### src/hw/rtl/crf_pkg.sv
`timescale 1ns / 1ps
package crf_pkg;

	localparam int COORD_W = 10;   // signed rectangle bounds
	localparam int EXT_W   = 11;   // bounds plus one bit of headroom for clipping
	localparam int SIZE_W  = 9;    // grid_size register
	localparam int NSIZE_W = 10;   // effective size, grid_size capped at GRID_MAX
	localparam int RC_W    = 8;    // read row and column

	localparam logic [1:0] CMD_CLEAR = 2'd0;
	localparam logic [1:0] CMD_FILL  = 2'd1;
	localparam logic [1:0] CMD_READ  = 2'd2;

	localparam logic [SIZE_W-1:0] GRID_SIZE_RESET = 9'd256;

	typedef struct packed {
		logic load_fill;   // latch clipped rectangle, cursor to first row
		logic load_read;   // latch read cell and range flag
		logic ram_rd;      // read the row at the cursor
		logic wr_fill;     // write back the row with the column span set
		logic wr_clear;    // write a zero row at the cursor
		logic row_step;    // advance the cursor
		logic row_rst;     // return the cursor to zero
		logic emit_zero;   // finish a transaction with both fields zero
		logic emit_read;   // finish a read transaction from the row data
	} crf_cmd_t;

	typedef struct packed {
		logic fill_empty;  // clipped rectangle covers no cell
		logic row_last;    // cursor on the last row of the rectangle
		logic sweep_last;  // cursor on the last row of the store
		logic row_zero;    // cursor at zero
	} crf_stat_t;

endpackage

### src/hw/rtl/crf_ctrl.sv
`timescale 1ns / 1ps
module crf_ctrl (
	input  logic               clk,
	input  logic               arst_n,
	input  logic               start,
	input  logic [1:0]         command,
	input  crf_pkg::crf_stat_t st,
	output crf_pkg::crf_cmd_t  cmd,
	output logic               busy
);
	import crf_pkg::*;

	typedef enum logic [2:0] {
		S_CLEAR,
		S_IDLE,
		S_FILL_RD,
		S_FILL_WR,
		S_READ_RD,
		S_READ_OUT
	} state_t;

	state_t state_q, state_d;
	logic   busy_q;
	logic   report_q, report_d;

	always_comb begin
		state_d  = state_q;
		report_d = report_q;
		cmd      = '0;
		case (state_q)
			S_IDLE: begin
				if (start) begin
					case (command)
						CMD_CLEAR: state_d = S_CLEAR;
						CMD_FILL: begin
							cmd.load_fill = 1'b1;
							state_d       = S_FILL_RD;
						end
						CMD_READ: begin
							cmd.load_read = 1'b1;
							state_d       = S_READ_RD;
						end
						default: cmd.emit_zero = 1'b1;
					endcase
				end
			end
			S_CLEAR: begin
				cmd.wr_clear = 1'b1;
				if (st.sweep_last) begin
					// the sweep after reset answers nobody
					cmd.row_rst   = 1'b1;
					cmd.emit_zero = report_q;
					report_d      = 1'b1;
					state_d       = S_IDLE;
				end else begin
					cmd.row_step = 1'b1;
				end
			end
			S_FILL_RD: begin
				if (st.fill_empty) begin
					cmd.row_rst   = 1'b1;
					cmd.emit_zero = 1'b1;
					state_d       = S_IDLE;
				end else begin
					cmd.ram_rd = 1'b1;
					state_d    = S_FILL_WR;
				end
			end
			S_FILL_WR: begin
				cmd.wr_fill = 1'b1;
				if (st.row_last) begin
					cmd.row_rst   = 1'b1;
					cmd.emit_zero = 1'b1;
					state_d       = S_IDLE;
				end else begin
					cmd.row_step = 1'b1;
					state_d      = S_FILL_RD;
				end
			end
			S_READ_RD: begin
				cmd.ram_rd = 1'b1;
				state_d    = S_READ_OUT;
			end
			S_READ_OUT: begin
				cmd.emit_read = 1'b1;
				cmd.row_rst   = 1'b1;
				state_d       = S_IDLE;
			end
			default: state_d = S_IDLE;
		endcase
	end

	always_ff @(posedge clk or negedge arst_n) begin
		if (!arst_n) begin
			state_q  <= S_CLEAR;
			busy_q   <= 1'b1;
			report_q <= 1'b0;
		end else begin
			state_q  <= state_d;
			busy_q   <= (state_d != S_IDLE);
			report_q <= report_d;
		end
	end

	assign busy = busy_q;

	a_write_after_read: assert property (@(posedge clk) disable iff (!arst_n)
		cmd.wr_fill |-> $past(cmd.ram_rd))
		else $error("fill write-back without a row read");

	a_idle_cursor_zero: assert property (@(posedge clk) disable iff (!arst_n)
		(state_q == S_IDLE) |-> st.row_zero)
		else $error("cursor not returned to zero");

	a_busy_tracks_state: assert property (@(posedge clk) disable iff (!arst_n)
		busy_q |-> (state_q != S_IDLE))
		else $error("busy raised while idle");

endmodule

### config.mk
export PLATFORM = sky130hd
export DESIGN_NAME = crf_ctrl
export DESIGN_NICKNAME = d
export VERILOG_FILES = /design/src/hw/rtl/crf_pkg.sv /design/src/hw/rtl/crf_ctrl.sv
export SDC_FILE = /design/constraint.sdc
export NUM_CORES = 1
export LEC_CHECK = 0
export ABC_AREA = 1
export BUFFER_PORTS_ARGS = -buffer_cell sky130_fd_sc_hd__buf_2
export CAP_MARGIN = 20
export CORE_AREA = 2 2 39 41
export CTS_CLUSTER_SIZE = 24
export DETAILED_ROUTE_END_ITERATION = 12
export DIE_AREA = 0 0 41 43
export GPL_TIMING_DRIVEN = 0
export REMOVE_ABC_BUFFERS = 1
export SKIP_LAST_GASP = 1
export SLEW_MARGIN = 20
export SYNTH_ARGS = -nofsm -noshare
export SYNTH_HDL_FRONTEND = slang
export SYNTH_SLANG_ARGS = --single-unit
### constraint.sdc
create_clock -name clk -period 1.55 [get_ports clk]
set_clock_uncertainty 0.15 [all_clocks]
set_input_delay 0.2325 -clock clk [delete_from_list [all_inputs] [get_ports clk]]
set_output_delay 0.2325 -clock clk [all_outputs]
set_load 0.05 [all_outputs]
==> out/qor.csv, run 1 <==
metric;value;unit
status;finished, violations left;
violations;negative setup slack;
crit_required;1.17;ns
ff2ff_path_depth;4;
antenna_left;0;
track_usage;0.120;
worstMarginPinSlew;0.248;ns
synth_area;367;um2
io_pins;19;
cts.clk_slew.worst_paths;0.04;ns
gr-total-overflow;0;
io_buffers;17;
die_w;41;um
utilization;0.431;
ys_seq_elements;5;
r2r-end;busy$_DFF_PN1_;
maxCapViolations;0;
slew_headroom;0.836;
cts_sinks;5;
clock_latency;0.24;ns
netlist_top_cells_count;inv_1, nand2_1, nand3_1;
hold_violations;0;
irDropWorstVdd;0.786;mV
dr_wl_met3;33;um
setup_tns;-0.693;ns
async_flop_share;1.00;
fmax;0.583;GHz
cts_tree;built;
cts_buffers;3;
cp_cell_sequence;inv_2 -> nor2_4 -> nand2_1 -> o21a_1 -> nand3_2 -> buf_8;
clk_path_buf_depth;2;
yosys-top-cells-area;dfrtp_1, inv_1, nand2_1, nand3_1, dfstp_2;
first_pass_iters;4;
arrival;1.33;ns
area_delta_synth_final;62.8;%
worstReg2RegStart;state_q[1]$_DFF_PN0_;
highest_layer;met3;
synth_compound_area_frac;0.0478;
grt_max_degree;7;
synth_cell_type_count;16;
vias_per_cell;4.40;
slew_viol_final;0;
p_leak;0.340;nW
yosysSeqAreaShare;0.345;
yosysWarnings;0;
crit_start;state_q[1]$_DFF_PN0_;
synth_cells;54;
period_needed;1.71;ns
htreeDepth;1;
initial_core_util;0.265;
wl_met1;361;um
nFillCells;142;
synth-simple-area-share;0.474;
post-place-ws;-0.0458;ns
synth_xor_xnor_area_share;0;
fin_nets;87;
synth_top_family_by_area;simple AND/OR/NAND/NOR gates;
drt_iter0_markers;5;
cts-root-buf;clkbuf_4;
die_y;43;um
cpMaxStageDelayCell;dfrtp_2;
min_path_type;primary input to async pin;
drive_above_1_share;0.532;
drc;0;
wl_met2;440;um
synthAdderAreaFrac;0;
wire_per_inst;8.98;um
synth_top_area_cell;dfrtp_1;
synth-main-ff-cell;dfrtp_1;
rsz0062_at_grt;yes;
crit_path_start_kind;flip-flop;
place_hpwl;685;um
fin_cells;93;
power_density;2120;nW/um2
synth-edff-count;0;
setup_viol;6;
die-area;1760;um2
worst_setup_path_end_kind;output pin;
grt_pass1_wl;1.48;mm
slowest_delay;0.45;ns
antenna_found_initial;0;
hold_ws;0.182;ns
vias;409;
setup_ws;-0.164;ns
path_class;flip-flop to output pin;
gp_congestion;0.729;
worstPathMaxFanout;6;
muxShareOfSynthArea;0;
place_inst;87;
diodes;0;
rows;14;
syn_avg_cell_area;6.79;um2
wl;835;um
synth_top_area_frac;0.273;
reg2reg_slack;0.34;ns
grt_pass1_vias;407;
final.period_utilization;1.11;
core-area;1380;um2
## power breakdown
part           switching, mW  internal, mW
clock network         0.0473        0.0969
logic                  0.572         0.303
registers             0.0561         0.187
## final cells by class
class	count	area (um2)	area share
flip-flops and latches	5	130	0.218
well taps	16	20.0	0.0335
inverters	13	48.8	0.0818
multi-input cells	36	209	0.350
clock buffers	4	26.3	0.0440
repair buffers	19	163	0.273
## cell usage in the layout, fill, tap and decap left out, drive strengths merged
cell type     n
a21oi         1
buf          18
clkbuf        4
dfrtp         4
dfstp         1
dlygate4sd3   1
inv          13
nand2        12
nand3         9
nand4         2
nor2          9
nor3          1
o21a          1
o21ai         1
## logic make-up (layout without fill, tap and decap cells)
logic type             after synthesis  count (layout)
AO/OA/AOI/OAI                        3               3
buffers and inverters               13              36
flip-flops                           5               5
AND/OR/NAND/NOR                     33              33
## routing by layer
layer  vias to the layer above  track usage
li1                        216            -
met5                         -            0
met4                         0       0.0400
met2                         7        0.197
met1                       186        0.141
met3                         0       0.0366
## state kept, by name, summed over array words and instances, names as in the netlist
name      count
report_q      1
state_q       3
busy          1
## what timing repair did
| item | CTS | global route |
|---|---|---|
| setup buffers | 1 | 0 |
| setup endpoints to repair | 9 | 9 |
| gates resized for setup | 19 | 10 |
| pin swaps | 1 | 2 |
| hold endpoints to repair | 5 | 0 |
| hold buffers | 1 | 0 |
## critical path, delay by kind of cell (launching register included)
family	cells	cell delay [ns]
compound gates	1	0.20
flops	1	0.45
buf+inv	2	0.20
simple gates	3	0.24
## worst max path at each step
stage	to	slack, ns	cells past startpoint
2_1_floorplan	cmd[3]	-0.58	3
3_3_place_gp	cmd[2]	-0.05	6
3_5_place_dp	cmd[2]	-0.05	6
4_1_cts	cmd[2]	-0.17	6
5_1_grt	cmd[2]	-0.24	6
6_report	cmd[2]	-0.16	6
## per-stage QoR
stage          power [mW]  area [um2]
4_1_cts              1.20         572
6_report             1.26         597
5_1_grt              1.35         597
3_5_place_dp        0.927         472
3_3_place_gp        0.924         472
2_1_floorplan       0.789         367
Power figures use the tool's default switching activity.
==> run 2: changes to the inputs <==
--- a/config.mk
+++ b/config.mk
@@ -10,5 +10,4 @@
 export CAP_MARGIN = 20
 export CORE_AREA = 2 2 39 41
-export CTS_CLUSTER_SIZE = 24
 export DETAILED_ROUTE_END_ITERATION = 12
 export DIE_AREA = 0 0 41 43
==> constraint.sdc (replaced) <==
create_clock -name clk -period 1.8 [get_ports clk]
set_clock_uncertainty 0.15 [all_clocks]
set_input_delay 0.27 -clock clk [delete_from_list [all_inputs] [get_ports clk]]
set_output_delay 0.27 -clock clk [all_outputs]
set_load 0.01 [all_outputs]
==> out/qor.csv, run 2 (synthesis results as in run 1) <==
metric;value;unit;change
p_sw_frac;0.448;;-0.0871
regMostFlops;state_q;;
hold_violations;0;;unchanged
cts.clk_slew.worst_paths;0.04;ns;about the same
crit_path_start_kind;flip-flop;;
worst_setup_path_end_kind;output pin;;
die_y;43;um;unchanged
cts_sinks;5;;unchanged
setup_viol;0;;-6
wl;788;um;-5.6%
first_pass_iters;3;;-1
p_seq_frac;0.291;;+0.099
area_delta_synth_final;38.9;%;
drc;0;;unchanged
rows;14;;unchanged
core-area;1380;um2;unchanged
vias;392;;-4.2%
io_pins;19;;unchanged
clkPwrFrac;0.181;;+0.067
gr-total-overflow;0;;unchanged
final.period_utilization;0.949;;
cts-root-buf;clkbuf_4;;
path_class;flip-flop to output pin;;
register_area;128;um2;-1.9%
power_density;1350;nW/um2;-36%
min_path_type;primary input to async pin;;
fin_nets;86;;-1.1%
wire_per_inst;8.57;um;-4.6%
final_common_cell;buf_2;;
multiInputGateArea;191;um2;-8.4%
slew_viol_final;0;;unchanged
fmax;0.585;GHz;
slew_headroom;0.811;;-0.0246
vias_per_cell;4.26;;-3.1%
cts_tree;built;;
htreeDepth;1;;unchanged
antenna_found_initial;0;;unchanged
grt_pass1_vias;380;;-6.6%
p_switching;0.308;mW;-54%
nFillCells;152;;+7.0%
irDropWorstVdd;0.573;mV;-27%
final_cell_mix;buf_2, nand2_1, inv_1;;
place_area;472;um2;unchanged
arrival;1.29;ns;-0.04 ns
io_buffers;17;;unchanged
die-area;1760;um2;unchanged
p_comb_frac;0.528;;-0.166
crit_required;1.38;ns;+0.21 ns
post-place-ws;0.300;ns;+0.345 ns
drive_above_1_share;0.434;;-0.0983
setup_ws;0.0920;ns;+0.256 ns
antenna_left;0;;unchanged
diodes;0;;unchanged
worstMarginPinSlew;0.281;ns;+0.0330 ns
drt_iter0_markers;7;;+2
rsz0062_at_grt;yes;;
total_power;0.687;mW;-46%
cts_buffers;3;;unchanged
place_inst;87;;unchanged
largest_register_ffs;3;;unchanged
die_w;41;um;unchanged
gp_congestion;0.729;;unchanged
clk_path_buf_depth;2;;unchanged
period_needed;1.71;ns;
status;finished, final reports clean;;
worstPathMaxFanout;6;;unchanged
p_leak;0.314;nW;-7.4%
maxCapViolations;0;;unchanged
fin_area;509;um2;-15%
fin_cells;92;;-1.1%
grt_max_degree;7;;unchanged
p_int;0.379;mW;-35%
initial_core_util;0.265;;unchanged
clock_latency;0.24;ns;about the same
place_hpwl;685;um;unchanged
track_usage;0.110;;-0.00999
grt_pass1_wl;1.36;mm;-7.9%
-- run 2: final timing paths --
path	slack, ns	cells after the start	startpoint	endpoint
max	0.09	7	state_q[0]$_DFF_PN0_	cmd[1]
min	0.22	2	arst_n	state_q[2]$_DFF_PN0_
max reg2reg	0.61	6	state_q[1]$_DFF_PN0_	state_q[1]$_DFF_PN0_
min reg2reg	0.31	2	report_q$_DFFE_PN0P_	report_q$_DFFE_PN0P_
max in group asynchronous	1.07	2	arst_n	busy$_DFF_PN1_
min in group clk	0.22	3	st[1]	report_q$_DFFE_PN0P_
-- run 2: critical path: stages, from the launching register on --
cell and delay, ns:
dfrtp_1 0.42, inv_2 0.09, nor2_4 0.11, nand2_2 0.08, nor2_1 0.09, nand2_1 0.07, nand3_1 0.08, buf_2 0.12
-- run 2: through the flow --
stage               utilization  TNS [ns]  hold slack (ns)
detailed placement        0.341         0          -0.0618
floorplan                     -         0           -0.176
global route              0.368   -0.0353            0.237
global placement          0.341         0          -0.0622
finish                    0.368         0            0.221
CTS                       0.367         0            0.211
-- run 2: final cells by class --
cell class              instances  area share
inverters                      13      0.0958
well taps                      16      0.0393
flip-flops and latches          5       0.251
repair buffers                 18       0.187
clock buffers                   4      0.0516
multi-input cells              36       0.376
-- run 2: what timing repair did --
| item | 4_1_cts | 5_1_grt |
|---|---|---|
| hold endpoints to repair | 5 | 0 |
| hold buffers | 1 | 0 |
| setup endpoints to repair | 0 | 3 |
| buffers inserted | 0 | 0 |
| resized for setup | 0 | 2 |
-- run 2: power groups by stage --
stage	Clock, mW	Combinational [mW]	Sequential (mW)
after floorplan	0	0.243	0.200
after global placement	0	0.360	0.200
after detailed placement	0	0.364	0.198
after CTS	0.132	0.367	0.197
after global routing	0.139	0.411	0.205
final	0.124	0.362	0.200
-- run 2: layer usage --
| layer | vias up | wire length [um] | GRT usage |
|---|---|---|---|
| met4 | 0 | 0 | 0.0400 |
| li1 | 212 | - | - |
| met2 | 7 | 396 | 0.166 |
| met3 | 0 | 31 | 0.0366 |
| met1 | 173 | 359 | 0.141 |
| met5 | - | 0 | 0 |
